`config.mk`:
```
export PLATFORM = sky130hd
export DESIGN_NAME = joystick_battery_adc_filter_unit
export DESIGN_NICKNAME = d
export VERILOG_FILES = /design/src/rtl/jbaf_pkg.sv /design/src/rtl/jbaf_mul.sv /design/src/rtl/jbaf_div.sv /design/src/rtl/joystick_battery_adc_filter_unit.sv
export SDC_FILE = /design/constraint.sdc
export NUM_CORES = 1
export LEC_CHECK = 0
export ABC_AREA = 1
export BUFFER_PORTS_ARGS = -buffer_cell sky130_fd_sc_hd__buf_2
export CORE_UTILIZATION = 45
export CTS_BUF_LIST = sky130_fd_sc_hd__clkbuf_2 sky130_fd_sc_hd__clkbuf_4 sky130_fd_sc_hd__clkbuf_8
export DETAILED_ROUTE_END_ITERATION = 8
export PLACE_DENSITY_LB_ADDON = 0.05
export SLEW_MARGIN = 15
export SYNTH_ARGS = -nofsm -noshare
export SYNTH_HDL_FRONTEND = slang
export SYNTH_SLANG_ARGS = --single-unit
```
`constraint.sdc`:
```
create_clock -name clk -period 20.6 [get_ports clk]
set_clock_uncertainty 0.15 [all_clocks]
set_input_delay 4.12 -clock clk [delete_from_list [all_inputs] [get_ports clk]]
set_output_delay 4.12 -clock clk [all_outputs]
set_load 0.01 [all_outputs]
```
`src/rtl/jbaf_pkg.sv`:
```
`default_nettype none
package jbaf_pkg;

	localparam int RAW_W      = 12;
	localparam int STICK_W    = 13;
	localparam int MV_W       = 14;
	localparam int PCT_W      = 7;
	localparam int BF_W       = 20;
	localparam int CENTER_W   = 12;
	localparam int TRIM_W     = 8;
	localparam int ALPHA_W    = 10;
	localparam int SCALE_W    = 18;
	localparam int CFG_IDX_W  = 8;
	localparam int CFG_DATA_W = 18;

	localparam int DEF_STICK_CH = 4;
	localparam int RIGHT_X_CH   = 2;
	localparam int RIGHT_Y_CH   = 3;

	localparam logic [CENTER_W-1:0]      CENTER_RST = 12'd2048;
	localparam logic signed [TRIM_W-1:0] TRIM_RST   = 8'sd35;
	localparam logic [ALPHA_W-1:0]       ALPHA_RST  = 10'd922;
	localparam logic [SCALE_W-1:0]       SCALE_RST  = 18'd158440;

	localparam int STICK_MAX = 4095;
	localparam int STICK_MIN = -4096;
	localparam int PCT_MAX   = 100;

	// Shared shift-add multiplier and interpolation divider sizes.
	localparam int MUL_AW = 22;
	localparam int MUL_BW = 12;
	localparam int DIV_NW = 21;
	localparam int DIV_DW = MV_W;

	typedef enum logic [CFG_IDX_W-1:0] {
		REG_CENTER = 8'd0,
		REG_TRIM   = 8'd1,
		REG_ALPHA  = 8'd2,
		REG_SCALE  = 8'd3
	} cfg_reg_t;

	localparam int TABLE_ENTRIES = 11;
	localparam int SEG_W = $clog2(TABLE_ENTRIES);

	localparam logic [MV_W-1:0] TBL_MV [TABLE_ENTRIES] = '{
		14'd8400, 14'd8100, 14'd7900, 14'd7740, 14'd7600, 14'd7500,
		14'd7400, 14'd7300, 14'd7140, 14'd6800, 14'd6000
	};
	localparam logic [PCT_W-1:0] TBL_PCT [TABLE_ENTRIES] = '{
		7'd100, 7'd90, 7'd80, 7'd70, 7'd60, 7'd50, 7'd40, 7'd30, 7'd20, 7'd10, 7'd0
	};

	function automatic int in_data_w(int ch);
		return (((ch + 1) * RAW_W + 7) / 8) * 8;
	endfunction

	function automatic int out_data_w(int ch);
		return ((ch * STICK_W + MV_W + PCT_W + 7) / 8) * 8;
	endfunction

endpackage
`default_nettype wire

```
`src/rtl/jbaf_mul.sv`:
```
`default_nettype none
module jbaf_mul #(
	parameter int AW = jbaf_pkg::MUL_AW,
	parameter int BW = jbaf_pkg::MUL_BW
) (
	input  wire logic                 clk,
	input  wire logic                 arst_n,
	input  wire logic                 start,
	input  wire logic signed [AW-1:0] a,
	input  wire logic [BW-1:0]        b,
	output logic                      done,
	output logic signed [AW+BW-1:0]   p
);
	localparam int CNT_W = $clog2(BW + 1);

	logic signed [AW-1:0] a_q;
	logic signed [AW+1:0] hi_q;
	logic [BW-1:0]        lo_q;
	logic [CNT_W-1:0]     cnt_q;
	logic                 busy_q;
	logic                 done_q;
	logic signed [AW+1:0] sum;

	// One multiplier bit per cycle, LSB first; the partial sum shifts right into lo_q.
	assign sum = hi_q + (lo_q[0] ? (AW+2)'(a_q) : '0);

	always_ff @(posedge clk or negedge arst_n) begin
		if (!arst_n) begin
			busy_q <= 1'b0;
			done_q <= 1'b0;
			cnt_q  <= '0;
		end else if (start) begin
			busy_q <= 1'b1;
			done_q <= 1'b0;
			cnt_q  <= CNT_W'(BW);
		end else if (busy_q) begin
			cnt_q <= cnt_q - CNT_W'(1);
			if (cnt_q == CNT_W'(1)) begin
				busy_q <= 1'b0;
				done_q <= 1'b1;
			end
		end else begin
			done_q <= 1'b0;
		end
	end

	always_ff @(posedge clk) begin
		if (start) begin
			a_q  <= a;
			hi_q <= '0;
			lo_q <= b;
		end else if (busy_q) begin
			hi_q <= sum >>> 1;
			lo_q <= {sum[0], lo_q[BW-1:1]};
		end
	end

	assign done = done_q;
	assign p    = $signed({hi_q[AW-1:0], lo_q});
endmodule
`default_nettype wire

```
`src/rtl/jbaf_div.sv`:
```
`default_nettype none
module jbaf_div #(
	parameter int NW = jbaf_pkg::DIV_NW,
	parameter int DW = jbaf_pkg::DIV_DW,
	parameter int QW = jbaf_pkg::PCT_W
) (
	input  wire logic          clk,
	input  wire logic          arst_n,
	input  wire logic          start,
	input  wire logic [NW-1:0] num,
	input  wire logic [DW-1:0] den,
	output logic               done,
	output logic [QW-1:0]      quo
);
	localparam int CW    = (NW > DW + QW - 1) ? NW : DW + QW - 1;
	localparam int CNT_W = $clog2(QW + 1);

	logic [CW-1:0]    rem_q;
	logic [CW-1:0]    d_q;
	logic [QW-1:0]    q_q;
	logic [CNT_W-1:0] cnt_q;
	logic             busy_q;
	logic             done_q;
	logic             fits;

	// Restoring division, one quotient bit per cycle, MSB first.
	assign fits = (rem_q >= d_q);

	always_ff @(posedge clk or negedge arst_n) begin
		if (!arst_n) begin
			busy_q <= 1'b0;
			done_q <= 1'b0;
			cnt_q  <= '0;
		end else if (start) begin
			busy_q <= 1'b1;
			done_q <= 1'b0;
			cnt_q  <= CNT_W'(QW);
		end else if (busy_q) begin
			cnt_q <= cnt_q - CNT_W'(1);
			if (cnt_q == CNT_W'(1)) begin
				busy_q <= 1'b0;
				done_q <= 1'b1;
			end
		end else begin
			done_q <= 1'b0;
		end
	end

	always_ff @(posedge clk) begin
		if (start) begin
			rem_q <= CW'(num);
			d_q   <= CW'({den, {(QW-1){1'b0}}});
			q_q   <= '0;
		end else if (busy_q) begin
			if (fits) begin
				rem_q <= rem_q - d_q;
			end
			q_q <= {q_q[QW-2:0], fits};
			d_q <= d_q >> 1;
		end
	end

	assign done = done_q;
	assign quo  = q_q;
endmodule
`default_nettype wire

```
`src/rtl/joystick_battery_adc_filter_unit.sv`:
```
// Each scan filters the stick channels in turn, then scales and filters the battery, then
// looks up the charge percent and loads the output register; no division is needed when
// the voltage lies outside the table. A new scan is accepted only in the idle state, and
// the unit stays busy longer while a result waits on m_tready; all products share one
// bit-serial multiplier. One more scan is taken while a finished result waits. Reset
// (arst_n low, asynchronous) restores defaults, zeroes filters.
`default_nettype none
module joystick_battery_adc_filter_unit #(
	parameter int STICK_CHANNELS = jbaf_pkg::DEF_STICK_CH
) (
	input  wire logic clk,
	input  wire logic arst_n,
	input  wire logic s_tvalid,
	output logic      s_tready,
	// Fields from bit 0: stick raw samples (12 bits each), battery_raw (12), zero pad.
	input  wire logic [jbaf_pkg::in_data_w(STICK_CHANNELS)-1:0] s_tdata,
	output logic      m_tvalid,
	input  wire logic m_tready,
	// Fields from bit 0: stick outputs (13 bits each), battery_mv (14),
	// charge percent (7), zero pad.
	output logic [jbaf_pkg::out_data_w(STICK_CHANNELS)-1:0] m_tdata,
	input  wire logic cfg_valid,
	output logic      cfg_ready,
	input  wire logic [jbaf_pkg::CFG_IDX_W-1:0]  cfg_index,
	input  wire logic [jbaf_pkg::CFG_DATA_W-1:0] cfg_data
);
	import jbaf_pkg::*;

	localparam int CH_W  = (STICK_CHANNELS > 1) ? $clog2(STICK_CHANNELS) : 1;
	localparam int PW    = MUL_AW + MUL_BW;

	typedef enum logic [7:0] {
		ST_IDLE = 8'b0000_0001,
		ST_STK  = 8'b0000_0010,
		ST_BSCL = 8'b0000_0100,
		ST_BFLT = 8'b0000_1000,
		ST_PSEL = 8'b0001_0000,
		ST_PMUL = 8'b0010_0000,
		ST_PDIV = 8'b0100_0000,
		ST_DONE = 8'b1000_0000
	} state_t;

	state_t state_q;

	logic [CENTER_W-1:0]      center_q;
	logic signed [TRIM_W-1:0] trim_q;
	logic [ALPHA_W-1:0]       alpha_q;
	logic [SCALE_W-1:0]       scale_q;

	logic [RAW_W-1:0]          raw_q [STICK_CHANNELS];
	logic [RAW_W-1:0]          bat_raw_q;
	logic signed [STICK_W-1:0] stick_q [STICK_CHANNELS];
	logic [BF_W-1:0]           bf_q;
	logic [BF_W-1:0]           bnew_q;
	logic [CH_W-1:0]           ch_q;
	logic [SEG_W-1:0]          seg_q;
	logic [PCT_W-1:0]          pct_q;
	logic                      issue_q;

	logic signed [STICK_W-1:0] out_stick_q [STICK_CHANNELS];
	logic [MV_W-1:0]           out_mv_q;
	logic [PCT_W-1:0]          out_pct_q;
	logic                      out_valid_q;

	logic signed [MUL_AW-1:0] mul_a;
	logic [MUL_BW-1:0]        mul_b;
	logic                     mul_done;
	logic signed [PW-1:0]     prod;
	logic                     div_start;
	logic                     div_done;
	logic [PCT_W-1:0]         quo;

	logic signed [14:0]       v;
	logic signed [14:0]       diff;
	logic signed [PW-1:0]     acc_s;
	logic signed [PW-1:0]     qs;
	logic signed [STICK_W-1:0] stick_new;
	logic signed [PW-1:0]     acc_b;
	logic signed [PW-1:0]     qb;
	logic [BF_W-1:0]          bf_new;
	logic [MV_W-1:0]          mv;
	logic [SEG_W-1:0]         seg;
	logic [SEG_W-1:0]         seg_lo;
	logic [MV_W-1:0]          dv;
	logic [PCT_W-1:0]         dp;
	logic                     out_load;

	assign cfg_ready = 1'b1;
	assign s_tready  = (state_q == ST_IDLE);
	assign m_tvalid  = out_valid_q;
	assign out_load  = (state_q == ST_DONE) && (!out_valid_q || m_tready);

	// Centered, trimmed and sign-corrected sample of the current stick channel.
	always_comb begin
		v = $signed({3'b0, raw_q[ch_q]}) - $signed({3'b0, center_q});
		if (int'(ch_q) == RIGHT_Y_CH) begin
			v = v - 15'(trim_q);
		end
		if (int'(ch_q) == RIGHT_X_CH || int'(ch_q) == RIGHT_Y_CH) begin
			v = -v;
		end
		diff = 15'(stick_q[ch_q]) - v;
	end

	// The filter is rewritten as new*1024 + (old - new)*alpha, so one product suffices.
	always_comb begin
		acc_s = (PW'(v) <<< 10) + prod;
		if (acc_s < 0) begin
			qs = (acc_s + PW'(1023)) >>> 10;
		end else begin
			qs = acc_s >>> 10;
		end
		if (qs > PW'(STICK_MAX)) begin
			stick_new = STICK_W'(STICK_MAX);
		end else if (qs < PW'(STICK_MIN)) begin
			stick_new = STICK_W'(STICK_MIN);
		end else begin
			stick_new = qs[STICK_W-1:0];
		end
	end

	always_comb begin
		acc_b = $signed(PW'({bnew_q, 10'b0})) + prod;
		qb    = acc_b >>> 10;
		if (qb > $signed(PW'({BF_W{1'b1}}))) begin
			bf_new = '1;
		end else if (qb < 0) begin
			bf_new = '0;
		end else begin
			bf_new = qb[BF_W-1:0];
		end
	end

	// Table entries descend, so the first segment whose lower end is at or below
	// the voltage is the one that contains it.
	always_comb begin
		mv  = bf_q[BF_W-1 -: MV_W];
		seg = SEG_W'(TABLE_ENTRIES - 2);
		for (int i = TABLE_ENTRIES - 2; i >= 0; i--) begin
			if (mv >= TBL_MV[i+1]) begin
				seg = SEG_W'(i);
			end
		end
		seg_lo = seg_q + SEG_W'(1);
		dv     = TBL_MV[seg_q] - TBL_MV[seg_lo];
		dp     = TBL_PCT[seg_q] - TBL_PCT[seg_lo];
	end

	always_comb begin
		mul_a = '0;
		mul_b = '0;
		case (state_q)
			ST_STK: begin
				mul_a = MUL_AW'(diff);
				mul_b = MUL_BW'(alpha_q);
			end
			ST_BSCL: begin
				mul_a = $signed(MUL_AW'(scale_q));
				mul_b = MUL_BW'(bat_raw_q);
			end
			ST_BFLT: begin
				mul_a = MUL_AW'($signed({1'b0, bf_q}) - $signed({1'b0, bnew_q}));
				mul_b = MUL_BW'(alpha_q);
			end
			ST_PMUL: begin
				mul_a = $signed(MUL_AW'(mv - TBL_MV[seg_lo]));
				mul_b = MUL_BW'(dp);
			end
			default: begin
				mul_a = '0;
				mul_b = '0;
			end
		endcase
	end

	assign div_start = (state_q == ST_PMUL) && mul_done && (dv != '0);

	jbaf_mul #(.AW(MUL_AW), .BW(MUL_BW)) u_mul (
		.clk    (clk),
		.arst_n (arst_n),
		.start  (issue_q),
		.a      (mul_a),
		.b      (mul_b),
		.done   (mul_done),
		.p      (prod)
	);

	jbaf_div #(.NW(DIV_NW), .DW(DIV_DW), .QW(PCT_W)) u_div (
		.clk    (clk),
		.arst_n (arst_n),
		.start  (div_start),
		.num    (prod[DIV_NW-1:0]),
		.den    (dv),
		.done   (div_done),
		.quo    (quo)
	);

	always_ff @(posedge clk or negedge arst_n) begin
		if (!arst_n) begin
			center_q <= CENTER_RST;
			trim_q   <= TRIM_RST;
			alpha_q  <= ALPHA_RST;
			scale_q  <= SCALE_RST;
		end else if (cfg_valid) begin
			case (cfg_index)
				REG_CENTER: center_q <= cfg_data[CENTER_W-1:0];
				REG_TRIM:   trim_q   <= $signed(cfg_data[TRIM_W-1:0]);
				REG_ALPHA:  alpha_q  <= cfg_data[ALPHA_W-1:0];
				REG_SCALE:  scale_q  <= cfg_data[SCALE_W-1:0];
				default: ;
			endcase
		end
	end

	always_ff @(posedge clk or negedge arst_n) begin
		if (!arst_n) begin
			state_q     <= ST_IDLE;
			issue_q     <= 1'b0;
			ch_q        <= '0;
			out_valid_q <= 1'b0;
			bf_q        <= '0;
			for (int c = 0; c < STICK_CHANNELS; c++) begin
				stick_q[c] <= '0;
			end
		end else begin
			issue_q <= 1'b0;
			if (m_tready) begin
				out_valid_q <= 1'b0;
			end
			case (state_q)
				ST_IDLE: begin
					if (s_tvalid) begin
						ch_q    <= '0;
						issue_q <= 1'b1;
						state_q <= ST_STK;
					end
				end
				ST_STK: begin
					if (mul_done) begin
						stick_q[ch_q] <= stick_new;
						issue_q       <= 1'b1;
						if (int'(ch_q) == STICK_CHANNELS - 1) begin
							state_q <= ST_BSCL;
						end else begin
							ch_q <= ch_q + CH_W'(1);
						end
					end
				end
				ST_BSCL: begin
					if (mul_done) begin
						issue_q <= 1'b1;
						state_q <= ST_BFLT;
					end
				end
				ST_BFLT: begin
					if (mul_done) begin
						bf_q    <= bf_new;
						state_q <= ST_PSEL;
					end
				end
				ST_PSEL: begin
					if (mv >= TBL_MV[0] || mv <= TBL_MV[TABLE_ENTRIES-1]) begin
						state_q <= ST_DONE;
					end else begin
						issue_q <= 1'b1;
						state_q <= ST_PMUL;
					end
				end
				ST_PMUL: begin
					if (mul_done) begin
						state_q <= (dv == '0) ? ST_DONE : ST_PDIV;
					end
				end
				ST_PDIV: begin
					if (div_done) begin
						state_q <= ST_DONE;
					end
				end
				ST_DONE: begin
					if (out_load) begin
						out_valid_q <= 1'b1;
						state_q     <= ST_IDLE;
					end
				end
				default: begin
					state_q <= ST_IDLE;
				end
			endcase
		end
	end

	always_ff @(posedge clk) begin
		if (state_q == ST_IDLE && s_tvalid) begin
			for (int c = 0; c < STICK_CHANNELS; c++) begin
				raw_q[c] <= s_tdata[c*RAW_W +: RAW_W];
			end
			bat_raw_q <= s_tdata[STICK_CHANNELS*RAW_W +: RAW_W];
		end
		if (state_q == ST_BSCL && mul_done) begin
			bnew_q <= prod[10 +: BF_W];
		end
		if (state_q == ST_PSEL) begin
			seg_q <= seg;
			if (mv >= TBL_MV[0]) begin
				pct_q <= PCT_W'(PCT_MAX);
			end else begin
				pct_q <= '0;
			end
		end
		if (state_q == ST_PMUL && mul_done) begin
			pct_q <= TBL_PCT[seg_lo];
		end
		if (state_q == ST_PDIV && div_done) begin
			pct_q <= TBL_PCT[seg_lo] + quo;
		end
		if (out_load) begin
			for (int c = 0; c < STICK_CHANNELS; c++) begin
				out_stick_q[c] <= stick_q[c];
			end
			out_mv_q  <= mv;
			out_pct_q <= pct_q;
		end
	end

	always_comb begin
		m_tdata = '0;
		for (int c = 0; c < STICK_CHANNELS; c++) begin
			m_tdata[c*STICK_W +: STICK_W] = out_stick_q[c];
		end
		m_tdata[STICK_CHANNELS*STICK_W +: MV_W]         = out_mv_q;
		m_tdata[STICK_CHANNELS*STICK_W + MV_W +: PCT_W] = out_pct_q;
	end
endmodule
`default_nettype wire

```
==> results.json <==
{
  "arrival_ps": 9410,
  "wire_per_inst_um": 18.2,
  "hpwl_um": 62100,
  "clk_pin_slew_ps": 60,
  "cts_buffers": 76,
  "run_status": "completed",
  "netlist_area_mm2": 0.0269,
  "vias_per_cell": 5.29,
  "ctsResizeCount": 0,
  "drv_cap": 0,
  "register_area_mm2": 0.0113,
  "finalHoldViolCount": 0,
  "path_delay_family": "simple AND/OR/NAND/NOR gates",
  "rsz0062_at_grt": "false",
  "multi_input_area_mm2": 0.0134,
  "clock_latency_ps": 690,
  "postCtsHoldBufs": 0,
  "hold_path_depth": 0,
  "h-tree-depth": 3,
  "dr_wl_met2_um": 37600,
  "clockRootBuffer": "clkbuf_8",
  "wl_met1_um": 36300,
  "finalWirelength_um": 81200,
  "dieArea_mm2": 0.0607,
  "synth-seq-cells": 411,
  "final_cell_mix": "nand2_1, inv_1, o21ai_0, nor2_1, edfxtp_1",
  "top_layer": "met4",
  "cp-start-kind": "flop",
  "vias": 23600,
  "rrSetupSlack_ps": 11620,
  "synth_area_leaders": "edfxtp_1, nand2_1, dfrtp_1",
  "power_leakage_nw": 14.7,
  "fp-row-count": 89,
  "setup_tns_ps": 0,
  "area_delta_synth_final_pct": 12.2,
  "core_mm2": 0.0590,
  "firstDrtPassIters": 7,
  "dp.cells": 4320,
  "stdcell_count": 4465,
  "slowest_stage": "buf_4",
  "cp.required_ps": 21030,
  "initial_utilization_pct": 45.5,
  "nNetsFinal": 3925,
  "end_kind": "flop",
  "total_power_w": 0.00402,
  "fmax_mhz": 111,
  "post_cts_buffers": 0,
  "yosysTopAreaCell": "edfxtp_1",
  "die_w_um": 246,
  "drive_above_1_share_pct": 11.5,
  "grt_max_degree": 73,
  "hold_ws_ps": 272,
  "synth_cells": 3432,
  "r2r_cells": 50,
  "yosysUniqueCellTypes": 62,
  "report.final.slew_viol_count": 0,
  "layout_commonest_cell": "nand2_1",
  "slew_headroom_pct": 23.7,
  "postSynthAreaPerCell_um2": 7.83,
  "drtIter0Drc": 1440,
  "crit_cells": 50,
  "place_ws_ps": 11510,
  "grt_pass1_vias": 23100,
  "drc_errors": 0,
  "path_buf_inv": 6,
  "path_class": "reg -> reg",
  "worstMarginPinSlew_ps": 1140,
  "timing.final.crit_share_pct": 43.6,
  "io_buffers": 165,
  "nFillCells": 5776,
  "yosysTopAreaCellShare_pct": 25.9,
  "peakVddDrop_v": 0.0000763,
  "cpMostUsedCell": "nand2_1",
  "yosysWarnings": 0,
  "ant_nets": 0,
  "clock_path_buffers": 3,
  "setup_viol": 0,
  "ys.flop_type": "edfxtp_1",
  "layout_setup_ws_ps": 11620,
  "grt_usage_pct": 26.9,
  "power_density_mw_per_mm2": 133,
  "worstHoldPathType": "reg -> reg",
  "cp_max_fo": 54,
  "grt_pass1_wl_um": 127000,
  "cts.sinks": 411,
  "cts_tree": "built",
  "grt_overflow": 0,
  "synth_edf_count": 232,
  "period_needed_ps": 8980,
  "grt_antenna_before_repair": 1,
  "pin_count": 178,
  "wl_met3_um": 4410,
  "slowest_delay_ps": 450,
  "ys_async_sr_fraction_pct": 34.8,
  "gp_congestion": 0.945,
  "dieHeight_um": 246,
  "synth_seq_area_share_pct": 42.0
}
where the power goes:
| part | switching, W | internal [W] | leakage, nW |
|---|---|---|---|
| combinational | 0.00142 | 0.000634 | 9.42 |
| sequential | 0.0000912 | 0.00103 | 4.42 |
| clock | 0.000375 | 0.000461 | 0.856 |
| total | 0.00189 | 0.00213 | 14.7 |
sequential cells by signal, summed over array words and instances (netlist names), 14 cells and up:
name,cells
out_stick_q,52
bnew_q,20
u_mul.hi_q,23
raw_q,48
u_div.d_q,20
u_div.rem_q,21
stick_q,52
out_mv_q,14
bf_q,20
u_mul.a_q,21
scale_q,18
cell families (layout without fill, tap and decap cells):
group | Yosys count | count (layout) | share of synthesized area (%)
multiplexers | 8 | 8 | 0.335
other | 2 | 11 | 0.0279
adder cells (fa/ha/maj) | 205 | 205 | 9.88
XOR/XNOR | 80 | 80 | 2.61
AND/OR/NAND/NOR | 1496 | 1496 | 23.5
flip-flops | 411 | 411 | 42.0
AO/OA/AOI/OAI | 660 | 660 | 13.4
buffers and inverters | 570 | 821 | 8.21
layer usage:
layer / vias to the layer above / track usage [%]
li1: 11800 / -
met1: 11000 / 35.0
met2: 618 / 44.4
met3: 145 / 4.87
met4: 0 / 10.4
met5: - / 0
area by class of cell:
cell class	count	area share, %
Tap cell	773	3.21
Sequential cell	411	37.4
Antenna cell	3	0.0249
Clock buffer	106	4.40
Timing Repair Buffer	190	3.38
Clock inverter	36	0.946
Multi-Input combinational cell	2457	44.5
Inverter	489	6.08
synth_stat cells, types with 6 or more instances:
| master | count |
|---|---|
| nor2_2 | 6 |
| nand2_2 | 26 |
| xnor2_1 | 21 |
| o21ai_0 | 299 |
| clkbuf_1 | 63 |
| xor2_1 | 59 |
| or2_2 | 12 |
| o211ai_1 | 7 |
| nor3_1 | 25 |
| and2_1 | 6 |
| buf_4 | 8 |
| inv_1 | 480 |
| a21oi_1 | 217 |
| nand2_4 | 13 |
| a31oi_1 | 21 |
| a22oi_1 | 6 |
| ha_1 | 193 |
| fa_1 | 12 |
| nor2_1 | 286 |
| nand2_1 | 888 |
| dfxtp_1 | 36 |
| nand3b_1 | 12 |
| nor4_1 | 11 |
| o21bai_1 | 11 |
| dfrtp_1 | 123 |
| o2111ai_1 | 7 |
| dfstp_2 | 20 |
| nand4_1 | 51 |
| o22ai_1 | 46 |
| edfxtp_1 | 232 |
| o21a_1 | 6 |
| mux2_2 | 8 |
| nand3_1 | 150 |
path summary, 6_finish.rpt:
kind	end	from
max	stick_q[45]	ch_q[0]
min	out_pct_q[3]	pct_q[3]
max reg2reg	stick_q[45]	ch_q[0]
min reg2reg	out_pct_q[3]	pct_q[3]
max in group asynchronous	u_div.busy_q	arst_n
min in group asynchronous	stick_q[48]	arst_n
through the flow:
stage                     util, %  area [um^2]
after global placement       48.4        28500
after detailed placement     48.4        28500
after global routing         51.1        30200
after floorplan                 -        26900
final                        51.1        30200
after CTS                    51.1        30200
Power figures use the tool's default switching activity.
